[src/shortest_remaining_time_scheduler_defines.svh]
// Assertion macros shared by the scheduler.
`ifndef SHORTEST_REMAINING_TIME_SCHEDULER_DEFINES_SVH
`define SHORTEST_REMAINING_TIME_SCHEDULER_DEFINES_SVH

// Checked only out of reset.
`define SRTF_ASSERT(lbl, prop, msg) \
    lbl: assert property (@(posedge i_clk) disable iff (!i_rst_n) prop) else $error(msg);

// Checked at every edge, reset included.
`define SRTF_ASSERT_ALWAYS(lbl, prop, msg) \
    lbl: assert property (@(posedge i_clk) prop) else $error(msg);

`endif

[src/srtf_pkg.sv]
package srtf_pkg;

    localparam int SLOTS     = 4;
    localparam int TIME_BITS = 16;
    localparam int SLOT_W    = $clog2(SLOTS);

    typedef logic [TIME_BITS-1:0] t_time;
    typedef logic [SLOT_W-1:0]    t_idx;

    localparam t_time TIME_MAX = '1;

    typedef enum logic [1:0] {
        MODE_LOAD  = 2'd0,
        MODE_TICK  = 2'd1,
        MODE_CLEAR = 2'd2
    } t_mode;

    typedef enum logic [1:0] {
        ST_IDLE,
        ST_SCAN,
        ST_EXEC,
        ST_FIN
    } t_state;

    typedef struct packed {
        logic [7:0] id;
        t_time      arr;
        t_time      burst;
    } t_slot_info;

    typedef struct packed {
        t_slot_info info;
        t_time      left;
    } t_slot;

    typedef struct packed {
        logic  en;
        logic  clr;
        t_idx  idx;
        t_slot data;
    } t_slot_wr;

    typedef struct packed {
        logic        ran;
        logic [7:0]  ran_id;
        logic        switched;
        logic        finished;
        logic [15:0] turnaround;
        logic [15:0] waiting;
        logic [15:0] now_time;
    } t_res;

    function automatic t_time sat_inc(input t_time v);
        return (v == TIME_MAX) ? v : v + TIME_BITS'(1);
    endfunction

endpackage

[src/shortest_remaining_time_scheduler.sv]
// Channel   Dir  Handshake         Payload
// s_axis    in   tvalid / tready   tuser: mode; tdata: slot, proc_id, arrive_at, burst_len
// m_axis    out  tvalid / tready   tdata: ran, ran_id, switched, finished, turnaround,
//                                  waiting, now_time
//
// One word at a time. For a tick word one compare unit walks the slots, one per cycle,
// then the EXEC step updates state and the FIN step hands the result over. Load and
// clear skip the walk.
// Reset is synchronous, active low; all slots read as empty afterwards.
// A result waits in the output register; a stalled output holds the block in its
// final step until the register frees up.
`include "shortest_remaining_time_scheduler_defines.svh"

module shortest_remaining_time_scheduler (
    input  logic        i_clk,
    input  logic        i_rst_n,
    input  logic        i_s_axis_tvalid,
    output logic        o_s_axis_tready,
    input  logic [1:0]  i_s_axis_tuser,  // [1:0] mode
    input  logic [47:0] i_s_axis_tdata,  // slot, proc_id, arrive_at, burst_len, zero pad
    output logic        o_m_axis_tvalid,
    input  logic        i_m_axis_tready,
    output logic [63:0] o_m_axis_tdata   // ran, ran_id, switched, finished, turnaround,
                                         // waiting, now_time, zero pad
);
    import srtf_pkg::*;

    t_idx     rd_idx;
    t_slot    rd;
    t_slot_wr wr;
    logic     res_valid, res_ready;
    t_res     res;

    t_res     r_out;
    logic     r_out_valid;

    logic     in_acc, out_idle;

    srtf_ctrl u_ctrl (
        .i_clk       (i_clk),
        .i_rst_n     (i_rst_n),
        .i_in_valid  (i_s_axis_tvalid),
        .o_in_ready  (o_s_axis_tready),
        .i_mode      (i_s_axis_tuser),
        .i_slot      (i_s_axis_tdata[1:0]),
        .i_proc_id   (i_s_axis_tdata[9:2]),
        .i_arrive_at (i_s_axis_tdata[25:10]),
        .i_burst_len (i_s_axis_tdata[41:26]),
        .o_rd_idx    (rd_idx),
        .i_rd        (rd),
        .o_wr        (wr),
        .o_res_valid (res_valid),
        .i_res_ready (res_ready),
        .o_res       (res)
    );

    srtf_slots u_slots (
        .i_clk    (i_clk),
        .i_rst_n  (i_rst_n),
        .i_rd_idx (rd_idx),
        .o_rd     (rd),
        .i_wr     (wr)
    );

    assign res_ready = !r_out_valid || i_m_axis_tready;

    always_ff @(posedge i_clk) begin
        if (!i_rst_n) begin
            r_out_valid <= 1'b0;
        end else if (res_ready) begin
            r_out_valid <= res_valid;
        end
    end

    always_ff @(posedge i_clk) begin
        if (res_ready && res_valid) begin
            r_out <= res;
        end
    end

    assign o_m_axis_tvalid = r_out_valid;
    assign o_m_axis_tdata  = {5'd0, r_out.now_time, r_out.waiting, r_out.turnaround,
                              r_out.finished, r_out.switched, r_out.ran_id, r_out.ran};

    assign in_acc   = i_s_axis_tvalid && o_s_axis_tready;
    assign out_idle = o_m_axis_tvalid && !r_out.ran;

    `SRTF_ASSERT(a_busy_after_accept, in_acc |=> !o_s_axis_tready, "ready after accepting")
    `SRTF_ASSERT(a_idle_clean, out_idle |-> !(r_out.finished || r_out.switched), "idle flags")
    `SRTF_ASSERT(a_wait, o_m_axis_tvalid |-> r_out.waiting <= r_out.turnaround, "bad waiting")
    `SRTF_ASSERT_ALWAYS(a_reset_quiet, !i_rst_n |=> !o_m_axis_tvalid, "output valid after reset")

endmodule

[src/srtf_slots.sv]
module srtf_slots (
    input  logic               i_clk,
    input  logic               i_rst_n,
    input  srtf_pkg::t_idx     i_rd_idx,
    output srtf_pkg::t_slot    o_rd,
    input  srtf_pkg::t_slot_wr i_wr
);
    import srtf_pkg::*;

    t_slot_info r_info [SLOTS];
    t_time      r_left [SLOTS];

    // remaining time: zero means empty, so only this part is reset
    always_ff @(posedge i_clk) begin
        if (!i_rst_n || i_wr.clr) begin
            for (int k = 0; k < SLOTS; k++) begin
                r_left[k] <= '0;
            end
        end else if (i_wr.en) begin
            r_left[i_wr.idx] <= i_wr.data.left;
        end
    end

    always_ff @(posedge i_clk) begin
        if (i_wr.en && !i_wr.clr) begin
            r_info[i_wr.idx] <= i_wr.data.info;
        end
    end

    assign o_rd.info = r_info[i_rd_idx];
    assign o_rd.left = r_left[i_rd_idx];

endmodule

[src/srtf_ctrl.sv]
module srtf_ctrl (
    input  logic               i_clk,
    input  logic               i_rst_n,
    input  logic               i_in_valid,
    output logic               o_in_ready,
    input  logic [1:0]         i_mode,
    input  logic [1:0]         i_slot,
    input  logic [7:0]         i_proc_id,
    input  logic [15:0]        i_arrive_at,
    input  logic [15:0]        i_burst_len,
    output srtf_pkg::t_idx     o_rd_idx,
    input  srtf_pkg::t_slot    i_rd,
    output srtf_pkg::t_slot_wr o_wr,
    output logic               o_res_valid,
    input  logic               i_res_ready,
    output srtf_pkg::t_res     o_res
);
    import srtf_pkg::*;

    t_state     r_state, n_state;
    logic [1:0] r_mode;
    logic [1:0] r_slot;
    logic [7:0] r_pid;
    t_time      r_arr, r_bur;
    t_time      r_time;
    logic       r_prev_ran;
    logic [7:0] r_prev_id;
    t_idx       r_idx;
    logic       r_best_vld;
    t_idx       r_best_idx;
    t_slot      r_best;
    t_res       r_res;
    t_res       n_res;

    logic  accept, last, elig, better, slot_ok, done;
    t_time left_dec, tat, wt;

    assign accept   = (r_state == ST_IDLE) && i_in_valid;
    assign last     = (r_idx == SLOT_W'(SLOTS - 1));
    assign slot_ok  = (32'(r_slot) < 32'(SLOTS));
    assign left_dec = r_best.left - TIME_BITS'(1);
    assign done     = (left_dec == '0);

    // shared compare unit: one slot against the best so far
    assign elig   = (i_rd.left != '0) && (i_rd.info.arr <= r_time);
    assign better = !r_best_vld || (i_rd.left < r_best.left) ||
                    ((i_rd.left == r_best.left) && (i_rd.info.arr < r_best.info.arr));

    assign tat = sat_inc(r_time) - r_best.info.arr;
    assign wt  = (tat >= r_best.info.burst) ? tat - r_best.info.burst : '0;

    always_comb begin
        n_state = r_state;
        case (r_state)
            ST_IDLE: begin
                if (i_in_valid) begin
                    n_state = (i_mode == MODE_TICK) ? ST_SCAN : ST_EXEC;
                end
            end
            ST_SCAN: begin
                if (last) begin
                    n_state = ST_EXEC;
                end
            end
            ST_EXEC: n_state = ST_FIN;
            ST_FIN: begin
                if (i_res_ready) begin
                    n_state = ST_IDLE;
                end
            end
            default: n_state = ST_IDLE;
        endcase
    end

    always_comb begin
        o_in_ready  = 1'b0;
        o_res_valid = 1'b0;
        o_rd_idx    = r_idx;
        o_wr        = '0;
        o_res       = r_res;
        case (r_state)
            ST_IDLE: o_in_ready = 1'b1;
            ST_SCAN: ;
            ST_EXEC: begin
                case (r_mode)
                    MODE_LOAD: begin
                        o_wr.en              = slot_ok;
                        o_wr.idx             = SLOT_W'(r_slot);
                        o_wr.data.info.id    = r_pid;
                        o_wr.data.info.arr   = r_arr;
                        o_wr.data.info.burst = r_bur;
                        o_wr.data.left       = r_bur;
                    end
                    MODE_TICK: begin
                        o_wr.en        = r_best_vld;
                        o_wr.idx       = r_best_idx;
                        o_wr.data.info = r_best.info;
                        o_wr.data.left = left_dec;
                    end
                    MODE_CLEAR: o_wr.clr = 1'b1;
                    default: ;
                endcase
            end
            ST_FIN: o_res_valid = 1'b1;
            default: ;
        endcase
    end

    // result word built from the chosen slot
    always_comb begin
        n_res          = '0;
        n_res.now_time = 16'(r_time);
        if ((r_mode == MODE_TICK) && r_best_vld) begin
            n_res.ran      = 1'b1;
            n_res.ran_id   = r_best.info.id;
            n_res.switched = r_prev_ran && (r_prev_id != r_best.info.id);
            if (done) begin
                n_res.finished   = 1'b1;
                n_res.turnaround = 16'(tat);
                n_res.waiting    = 16'(wt);
            end
        end
    end

    always_ff @(posedge i_clk) begin
        if (!i_rst_n) begin
            r_state    <= ST_IDLE;
            r_time     <= '0;
            r_prev_ran <= 1'b0;
            r_prev_id  <= '0;
            r_best_vld <= 1'b0;
            r_idx      <= '0;
        end else begin
            r_state <= n_state;
            case (r_state)
                ST_IDLE: begin
                    if (accept) begin
                        r_mode     <= i_mode;
                        r_slot     <= i_slot;
                        r_pid      <= i_proc_id;
                        r_arr      <= TIME_BITS'(i_arrive_at);
                        r_bur      <= TIME_BITS'(i_burst_len);
                        r_idx      <= '0;
                        r_best_vld <= 1'b0;
                    end
                end
                ST_SCAN: begin
                    if (elig && better) begin
                        r_best_vld <= 1'b1;
                        r_best     <= i_rd;
                        r_best_idx <= r_idx;
                    end
                    r_idx <= r_idx + SLOT_W'(1);
                end
                ST_EXEC: begin
                    r_res <= n_res;
                    case (r_mode)
                        MODE_TICK: begin
                            if (r_best_vld) begin
                                r_prev_ran <= 1'b1;
                                r_prev_id  <= r_best.info.id;
                            end else begin
                                r_prev_ran <= 1'b0;
                            end
                            r_time <= sat_inc(r_time);
                        end
                        MODE_CLEAR: begin
                            r_time     <= '0;
                            r_prev_ran <= 1'b0;
                            r_prev_id  <= '0;
                        end
                        default: ;
                    endcase
                end
                ST_FIN: ;
                default: ;
            endcase
        end
    end

endmodule
[config.mk]
export PLATFORM = sky130hd
export DESIGN_NAME = shortest_remaining_time_scheduler
export DESIGN_NICKNAME = d
export VERILOG_FILES = /design/src/srtf_pkg.sv /design/src/shortest_remaining_time_scheduler.sv /design/src/srtf_slots.sv /design/src/srtf_ctrl.sv
export VERILOG_INCLUDE_DIRS = /design/src /design/src/src
export SDC_FILE = /design/constraint.sdc
export NUM_CORES = 1
export LEC_CHECK = 0
export BUFFER_PORTS_ARGS = -buffer_cell sky130_fd_sc_hd__buf_2
export CORE_MARGIN = 1
export CORE_UTILIZATION = 60
export CTS_CLUSTER_SIZE = 25
export DETAILED_ROUTE_END_ITERATION = 10
export GPL_TIMING_DRIVEN = 0
export PLACE_DENSITY_LB_ADDON = 0.3
export SYNTH_ARGS = -nofsm -noshare
export SYNTH_HDL_FRONTEND = slang
export SYNTH_SLANG_ARGS = --single-unit
[constraint.sdc]
create_clock -name i_clk -period 6.78 [get_ports i_clk]
set_input_delay 1.356 -clock i_clk [delete_from_list [all_inputs] [get_ports i_clk]]
set_output_delay 1.356 -clock i_clk [all_outputs]
set_load 0.005 [all_outputs]
==> results.toml, run 1 <==
[synth]
netlist.area_leader.share = 0.632
synth.avg_cell_area_um2 = 14.5
synthFlopType = "edfxtp_1"
yosys_warnings = 0
synth_area_mm2 = 0.0211
synth_seq_cells = 477
synth_async_sr_flop_share = 0
syn_inst = 1451
synth_area_leaders = "edfxtp_1 (63%), mux4_2 (6.0%), ha_1 (5.3%)"
synth_seq_area_share = 0.663
synth_top_area_cell = "edfxtp_1"
synth-edff-count = 444
ys_types = 73

[sta]
fin_skew_ns = 0.0133
fmax_ghz = 0.159
fin_crit_sh = 0.927
hold_viol_final = 0
rsz0062_at_grt = "no"
hold-worst-slack_ns = 0.414
max_slew_margin = 0.347
tns_ns = 0
tightest_slew_ns = 0.979
finalCriticalPeriod_ns = 6.29
setup_viol = 0
slew_violations = 0
finalWorstSetupSlack_ns = 0.492

[clock_network]
cts_buffers = 46
clkTransAtPathRegs_ns = 0.06
cts_setup_buffers = 0
cts_max_path_buffers = 3
root_buffer = "clkbuf_16"
hold_buffers = 0
cts_sinks = 477
cts_tree = "built"
h-tree-depth = 2
clk_latency_ns = 0.57

[finish]
num-nets-final = 1773
fin_area_mm2 = 0.0240
layout_commonest_cell = "edfxtp_1"
final_layout_size_suffix_gt1_frac = 0.172
stdcell_count = 2116
finish.utilization = 0.695
syn2layout_area_growth_pct = 13.8
diodes = 0
layout_common_cells = "edfxtp_1 (444), nor2_1 (152), buf_2 (116)"

[drt]
ant_nets = 0
first_iter_violations = 1067
drt_wl_total_mm = 48.8
dr.pass1.iters = 5
vias = 13100
wl_per_cell_um = 23.1
routed_via_density = 6.19
drt_drc_violations_left = 0

[die]
row_count = 68
coreArea_mm2 = 0.0345
initial_core_util = 0.611
io_pins = 120
chipWidth_um = 189
dieHeight_um = 189
die-area_mm2 = 0.0359

[run_status]
outcome = "completed"

[placement]
place.gp.congestion = 0.942
post-dp-hpwl_mm = 35.3
dp_cells = 2035
port_buffers = 107
place_ws_ns = 0.435
place_area_mm2 = 0.0225

[setup_path]
cp_data_required_time_ns = 7.10
r2r_slack_ns = 0.49
cp-end-kind = "register"
critPathArrivalTime_ns = 6.61
reg2regPathDepth = 21
worstSetupPathType = "register to register"
critPathLaunchType = "register"
crit_fanout = 10
reg2reg_to = "u_ctrl.o_res[30]"
r2r-start = "u_ctrl.r_time[4]"

[power_and_ir_drop]
switching_share = 0.259
pwr-share-comb = 0.156
p_leak_nw = 8.49
peakVddDrop_v = 0.000241
intPower_mw = 5.34
p_seq_frac = 0.500
p_per_area_mw_per_mm2 = 300
finalPower_mw = 7.20
clockPowerShare = 0.344
switching_power_mw = 1.86

[grt]
track_usage = 0.276
grt_pass1_wl_mm = 73.5
grt_use_met3 = 0.0530
grt_pass1_vias = 12800
grt_overflow = 0
grtUsageMet2 = 0.449
antenna_found_initial = 2
busiest_layer = "met2"
grt_util_met1 = 0.376
grt_max_degree = 59

[min_path]
holdPathEnd = "o_m_axis_tdata[44]"
hp-class = "register to register"
min_from = "u_ctrl.o_res[1]"
hold_depth = 0

[flow_run]
cap_violations = 0
-- state kept, by name, summed over array words and instances, names as in the netlist, 16 cells and up, named ones only --
name / count
u_ctrl.r_time: 16
u_ctrl.r_bur: 16
u_slots.r_left: 64
u_ctrl.r_arr: 16
u_slots.r_info: 160
u_ctrl.o_res: 59
u_ctrl.r_best: 56
o_m_axis_tdata: 59
-- repair_timing --
action | CTS | global route
resized for setup | 0 | 1
setup endpoints to repair | 0 | 9
endpoints found under the hold margin | 0 | 0
-- synth_stat cells (all sizes together) (7+ instances only) --
library cell and count:
edfxtp 444, nor2 155, ha 89, inv 78
mux4 56, a21oi 55, o21ai 49, nand2 46
clkbuf 36, xnor2 35, a22oi 34, nor3 34
dfxtp 33, a22o 29, nand3 24, buf 23
and3 19, nand4 17, o21a 17, nor4 16
xor2 15, nor2b 12, a21o 11, and2 11
nand2b 10, nor3b 9, or3 9, a211oi 7
a31oi 7
-- cell type report --
cell class / instances / area, um2
Clock inverter: 23 / 231
Multi-Input combinational cell: 841 / 6620
Fill cell: 2350 / 10500
Timing Repair Buffer: 125 / 806
Tap cell: 455 / 569
Inverter: 78 / 293
Buffer: 59 / 259
Sequential cell: 477 / 14000
Clock buffer: 58 / 1240
-- how the worst max path moves through the flow --
stage,start,endpoint,depth (start not counted)
final,u_ctrl.r_time[4],u_ctrl.o_res[30],21
after global routing,u_ctrl.r_time[0],u_ctrl.o_res[30],22
after CTS,u_ctrl.r_time[0],u_ctrl.o_res[30],21
after detailed placement,u_ctrl.r_time[0],u_ctrl.o_res[30],21
after global placement,u_ctrl.r_mode[1],u_slots.r_left[1][12],9
after floorplan,u_ctrl.r_mode[1],u_slots.r_left[1][0],9
-- power by group through the flow --
stage	Combinational, mW	Sequential (mW)	Clock (mW)
2_1_floorplan	0.735	3.64	0
3_3_place_gp	1.03	3.67	0
3_5_place_dp	1.11	3.66	0
6_report	1.13	3.60	2.48
4_1_cts	1.12	3.60	2.51
5_1_grt	1.23	3.61	2.61
-- metal layers --
metal / vias to the layer above / part of all wire / routed length (um)
met1: 6401 / 0.40 / 19300
met2: 640 / 0.48 / 23400
met3: 94 / 0.095 / 4620
met4: 4 / 0.029 / 1410
li1: 5963 / - / -
met5: - / 0.00047 / 23
-- cells by family (layout without fill, tap and decap cells) --
family,after synthesis,count (layout),share of synthesized area
and+or+nand+nor,378,378,0.0885
muxes,59,59,0.0613
xor gates and xnor gates,50,50,0.0208
AOI/OAI and AO/OA,258,258,0.0849
other,1,5,0.000178
buffers and inverters,137,343,0.0262
adders and majority gates,91,91,0.0547
DFF,477,477,0.663
-- critical path, stage by stage (launching register included) --
cell and delay, ns:
dfxtp_1 0.35, buf_2 0.21, nand4_1 0.20, nor3_1 0.36, nand3_1 0.31, mux2_2 0.41, ha_1 0.27, nor2b_1 0.14
o31a_1 0.28, o41ai_1 0.65, o21ai_0 0.28, o21a_1 0.25, nor2_1 0.23, ha_1 0.27, clkbuf_1 0.20, and2_1 0.21
a22o_1 0.21, o41ai_1 0.26, o21ai_0 0.27, o2111ai_4 0.41, buf_6 0.20, nor2_1 0.06
No activity file was read; power rests on OpenSTA's default activity.
==> inputs of run 2 (changes only) <==
CORE_UTILIZATION = 30   (was 60)
==> results.toml, run 2 (same netlist as run 1, synthesis figures left out) <==
[setup_path]
cp_data_required_time_ns = 7.12
cp-end-kind = "register"
worstSetupPathType = "register to register"
critPathArrivalTime_ns = 6.64
critPathLaunchType = "register"
crit_fanout = 10
reg2reg_to = "u_ctrl.o_res[30]"
reg2regPathDepth = 22
r2r-start = "u_ctrl.r_time[0]"
r2r_slack_ns = 0.48

[clock_network]
root_buffer = "clkbuf_16"
cts_sinks = 477
cts_max_path_buffers = 3
cts_tree = "built"
h-tree-depth = 2
cts_buffers = 51
clkTransAtPathRegs_ns = 0.06
hold_buffers = 0
clk_latency_ns = 0.61

[grt]
track_usage = 0.154
grt_max_degree = 59
grt_pass1_vias = 12900
antenna_found_initial = 1
grt_overflow = 0
grt_pass1_wl_mm = 81.9

[drt]
ant_nets = 0
routed_via_density = 4.94
drt_wl_total_mm = 54.5
first_iter_violations = 1034
drt_drc_violations_left = 0
vias = 12900
dr.pass1.iters = 5
wl_per_cell_um = 20.9

[sta]
fin_skew_ns = 0.0296
finalCriticalPeriod_ns = 6.30
fin_crit_sh = 0.929
hold-worst-slack_ns = 0.418
tightest_slew_ns = 0.973
hold_viol_final = 0
fmax_ghz = 0.159
setup_viol = 0
rsz0062_at_grt = "no"
max_slew_margin = 0.351
slew_violations = 0

[die]
coreArea_mm2 = 0.0691
dieHeight_um = 267
die-area_mm2 = 0.0714
chipWidth_um = 267
io_pins = 120
row_count = 96
initial_core_util = 0.305

[finish]
diodes = 0
final_layout_size_suffix_gt1_frac = 0.185
largest_reg_flops = 160
regMostFlops = "u_slots.r_info"
layout_common_cells = "edfxtp_1 (444), nor2_1 (152), buf_2 (116)"
largestRegisters = "u_slots.r_info: 160 flops, u_slots.r_left: 64 flops"
num-nets-final = 1783
layout_commonest_cell = "edfxtp_1"
syn2layout_area_growth_pct = 18.7
n_fill_cell = 6541

[min_path]
hp-class = "register to register"
min_from = "u_ctrl.o_res[24]"
hold_depth = 0
holdPathEnd = "o_m_axis_tdata[35]"

[placement]
post-dp-hpwl_mm = 40.1
port_buffers = 107
place.gp.congestion = 0.884

[power_and_ir_drop]
peakVddDrop_v = 0.000172
finalPower_mw = 7.73
p_per_area_mw_per_mm2 = 309
p_leak_nw = 8.70

[run_status]
outcome = "completed"

[flow_run]
cap_violations = 0
[run 2: through the flow]
step                std cells  worst slack (ns)  cell area (um2)  utilization  setup TNS (ns)
CTS                      2610             0.368            25000        0.362               0
finish                   2610             0.483            25000        0.362               0
global route             2610             0.121            25000        0.362               0
floorplan                1455              1.45            21100            -               0
detailed placement       2516             0.410            23200        0.336               0
global placement         2493             -1.94            22800        0.330         -184.35
[run 2: metal layers]
layer	wire, um	global-route usage
met5	11	0
met4	882	0.0329
met3	3610	0.0324
met2	25500	0.249
met1	24500	0.213
[run 2: final cells by class]
cell class / instances / area, um2 / area share
timing repair buffer: 130 / 897 / 0.0358
clock inverter: 36 / 467 / 0.0186
multi-input combinational: 841 / 6630 / 0.265
tap: 931 / 1160 / 0.0465
buffer: 59 / 259 / 0.0103
inverter: 78 / 293 / 0.0117
clock buffer: 58 / 1320 / 0.0529
sequential: 477 / 14000 / 0.559
[run 2: timing repair]
| item | 4_1_cts | 5_1_grt |
|---|---|---|
| setup buffers | 0 | 0 |
| endpoints found under the setup margin | 0 | 13 |
| resized for setup | 0 | 3 |
[run 2: worst max path at each step]
stage,from,endpoint,slack [ns]
4_1_cts,u_ctrl.r_time[0],u_ctrl.o_res[30],0.37
6_report,u_ctrl.r_time[0],u_ctrl.o_res[30],0.48
2_1_floorplan,u_ctrl.r_mode[1],u_slots.r_left[1][0],1.45
5_1_grt,u_ctrl.r_time[0],u_ctrl.o_res[28],0.12
3_5_place_dp,u_ctrl.r_time[0],u_ctrl.o_res[30],0.41
3_3_place_gp,u_ctrl.r_mode[1],u_slots.r_left[1][9],-1.94
[run 2: critical path, cell delays in order, from the launching register on]
cell and delay, ns:
dfxtp_1 0.54, ha_1 0.29, nand2_1 0.17, nor3_1 0.36, a21oi_1 0.27, and2_1 0.26, xnor2_1 0.13, ha_1 0.35
and3_1 0.21, a22o_1 0.30, o21ai_1 0.26, o21ai_0 0.23, o21a_1 0.24, nor2_1 0.28, ha_1 0.29, clkbuf_1 0.22
and2_1 0.22, a22o_1 0.21, o41ai_1 0.22, o21ai_0 0.27, o2111ai_4 0.44, buf_6 0.19, nor2_1 0.05
[run 2: where the power goes]
group,switching [mW],internal [mW]
logic,0.717,0.431
registers,0.0969,3.51
clock network,1.21,1.76
total,2.03,5.70
==> inputs of run 3 (changes only) <==
CORE_UTILIZATION = 50   (was 30)
==> results.toml, run 3 (same netlist as run 1, synthesis figures left out) <==
[die]
chipWidth_um = 207
row_count = 74
die-area_mm2 = 0.0430
initial_core_util = 0.512
io_pins = 120
coreArea_mm2 = 0.0412
dieHeight_um = 207

[drt]
dr.pass1.iters = 5
first_iter_violations = 1328
drt_wl_total_mm = 49.7
wl_per_cell_um = 22.6
vias = 13100
top_layer = "met5"
routed_via_density = 5.93
routed-wl-met2_mm = 23.1
drt_drc_violations_left = 0
wl_met1_mm = 21.1
route.met3.wl_mm = 3.94
ant_nets = 0

[sta]
hold_viol_final = 0
finalCriticalPeriod_ns = 6.27
setup_viol = 0
rsz0062_at_grt = "no"
tightest_slew_ns = 0.998
fmax_ghz = 0.160
fin_crit_sh = 0.924
fin_skew_ns = 0.0411
max_slew_margin = 0.335
slew_violations = 0

[setup_path]
reg2regPathDepth = 22
worstSetupPathType = "register to register"
path_delay_family = "compound AO/OA/AOI/OAI gates"
max_stage_delay_ns = 0.53
crit_fanout = 10
cp-end-kind = "register"
path_buf_inv = 2
critPathArrivalTime_ns = 6.63
r2r_slack_ns = 0.51
critPathSlowestCell = "dfxtp_1"
critPathLaunchType = "register"
cp_data_required_time_ns = 7.14
reg2reg_to = "u_ctrl.o_res[24]"
r2r-start = "u_ctrl.r_time[0]"
crit_chain = "ha_1, nand2_1, nor3_1, a21oi_1, and2_1, xnor2_1, ha_1, and3_1, a22o_1, o21ai_0, o21ai_0, o21a_1, nor2_1, ha_1, clkbuf_1, and2_1, a22o_1, o41ai_1, o21ai_0, o2111ai_4, buf_6, nor2_1"

[min_path]
hp-class = "register to register"
hold_depth = 0
min_from = "u_ctrl.o_res[40]"
holdPathEnd = "o_m_axis_tdata[19]"

[finish]
layout_common_cells = "edfxtp_1 (444), nor2_1 (152), buf_2 (116)"
syn2layout_area_growth_pct = 14.8
regMostFlops = "u_slots.r_info"
diodes = 0
final_layout_size_suffix_gt1_frac = 0.175
n_fill_cell = 3143
stdcell_count = 2202
layout_commonest_cell = "edfxtp_1"
largestRegisters = "u_slots.r_info: 160 flops, u_slots.r_left: 64 flops"
num-nets-final = 1776
largest_reg_flops = 160

[power_and_ir_drop]
finalPower_mw = 7.35
peakVddDrop_v = 0.000210
p_leak_nw = 8.54
p_per_area_mw_per_mm2 = 303

[grt]
antenna_found_initial = 1
grt_overflow = 0
grt_pass1_wl_mm = 75.5
track_usage = 0.233
grt_max_degree = 59
grt_pass1_vias = 12900

[placement]
dp_cells = 2112
port_buffers = 107
place.gp.congestion = 0.928
post-dp-hpwl_mm = 35.8

[clock_network]
clk_latency_ns = 0.61
clkTransAtPathRegs_ns = 0.06
h-tree-depth = 2
cts_buffers = 49
cts_max_path_buffers = 3
cts_sinks = 477
hold_buffers = 0
root_buffer = "clkbuf_16"
cts_tree = "built"

[flow_run]
cap_violations = 0

[run_status]
outcome = "completed"
==> run 3: worst max-delay path by stage <==
stage          cells past startpoint             start  slack, ns               endpoint
2_1_floorplan                      9  u_ctrl.r_mode[1]       1.45   u_slots.r_left[1][0]
3_3_place_gp                       9  u_ctrl.r_mode[1]      -1.47  u_slots.r_left[1][11]
3_5_place_dp                      21  u_ctrl.r_time[0]       0.51       u_ctrl.o_res[24]
4_1_cts                           21  u_ctrl.r_time[0]       0.51       u_ctrl.o_res[24]
5_1_grt                           22  u_ctrl.r_time[0]       0.22       u_ctrl.o_res[24]
6_report                          22  u_ctrl.r_time[0]       0.51       u_ctrl.o_res[24]
==> run 3: power by group <==
group / switching (mW) / total (mW) / internal (mW)
logic: 0.702 / 1.12 / 0.421
clock network: 1.15 / 2.62 / 1.47
registers: 0.0916 / 3.60 / 3.51
==> run 3: layer usage <==
metal | track usage | vias up
li1 | - | 5961
met5 | 0 | -
met3 | 0.0460 | 94
met1 | 0.322 | 6473
met4 | 0.0790 | 2
met2 | 0.371 | 537
==> run 3: final cells by class <==
class / count / area [um2] / share of cell area
repair buffers: 125 / 825 / 0.0340
well taps: 532 / 666 / 0.0275
clock inverters: 29 / 292 / 0.0120
inverters: 78 / 293 / 0.0121
clock buffers: 61 / 1270 / 0.0525
plain buffers: 59 / 259 / 0.0107
flip-flops and latches: 477 / 14000 / 0.578
multi-input cells: 841 / 6620 / 0.273
==> run 3: what timing repair did <==
item                                    in CTS  in global routing
endpoints found under the setup margin       0                  8
resized for setup                            0                  1
buffers inserted                             0                  0
==> run 3: stage by stage <==
step	worst slack, ns	utilization	TNS [ns]	instance area, um2	hold slack [ns]
finish	0.512	0.588	0	24200	0.410
global route	0.221	0.588	0	24200	0.425
CTS	0.512	0.588	0	24200	0.411
detailed placement	0.509	0.550	0	22700	0.405
global placement	-1.47	0.541	-92.90	22300	0.403
floorplan	1.45	-	0	21100	0.400
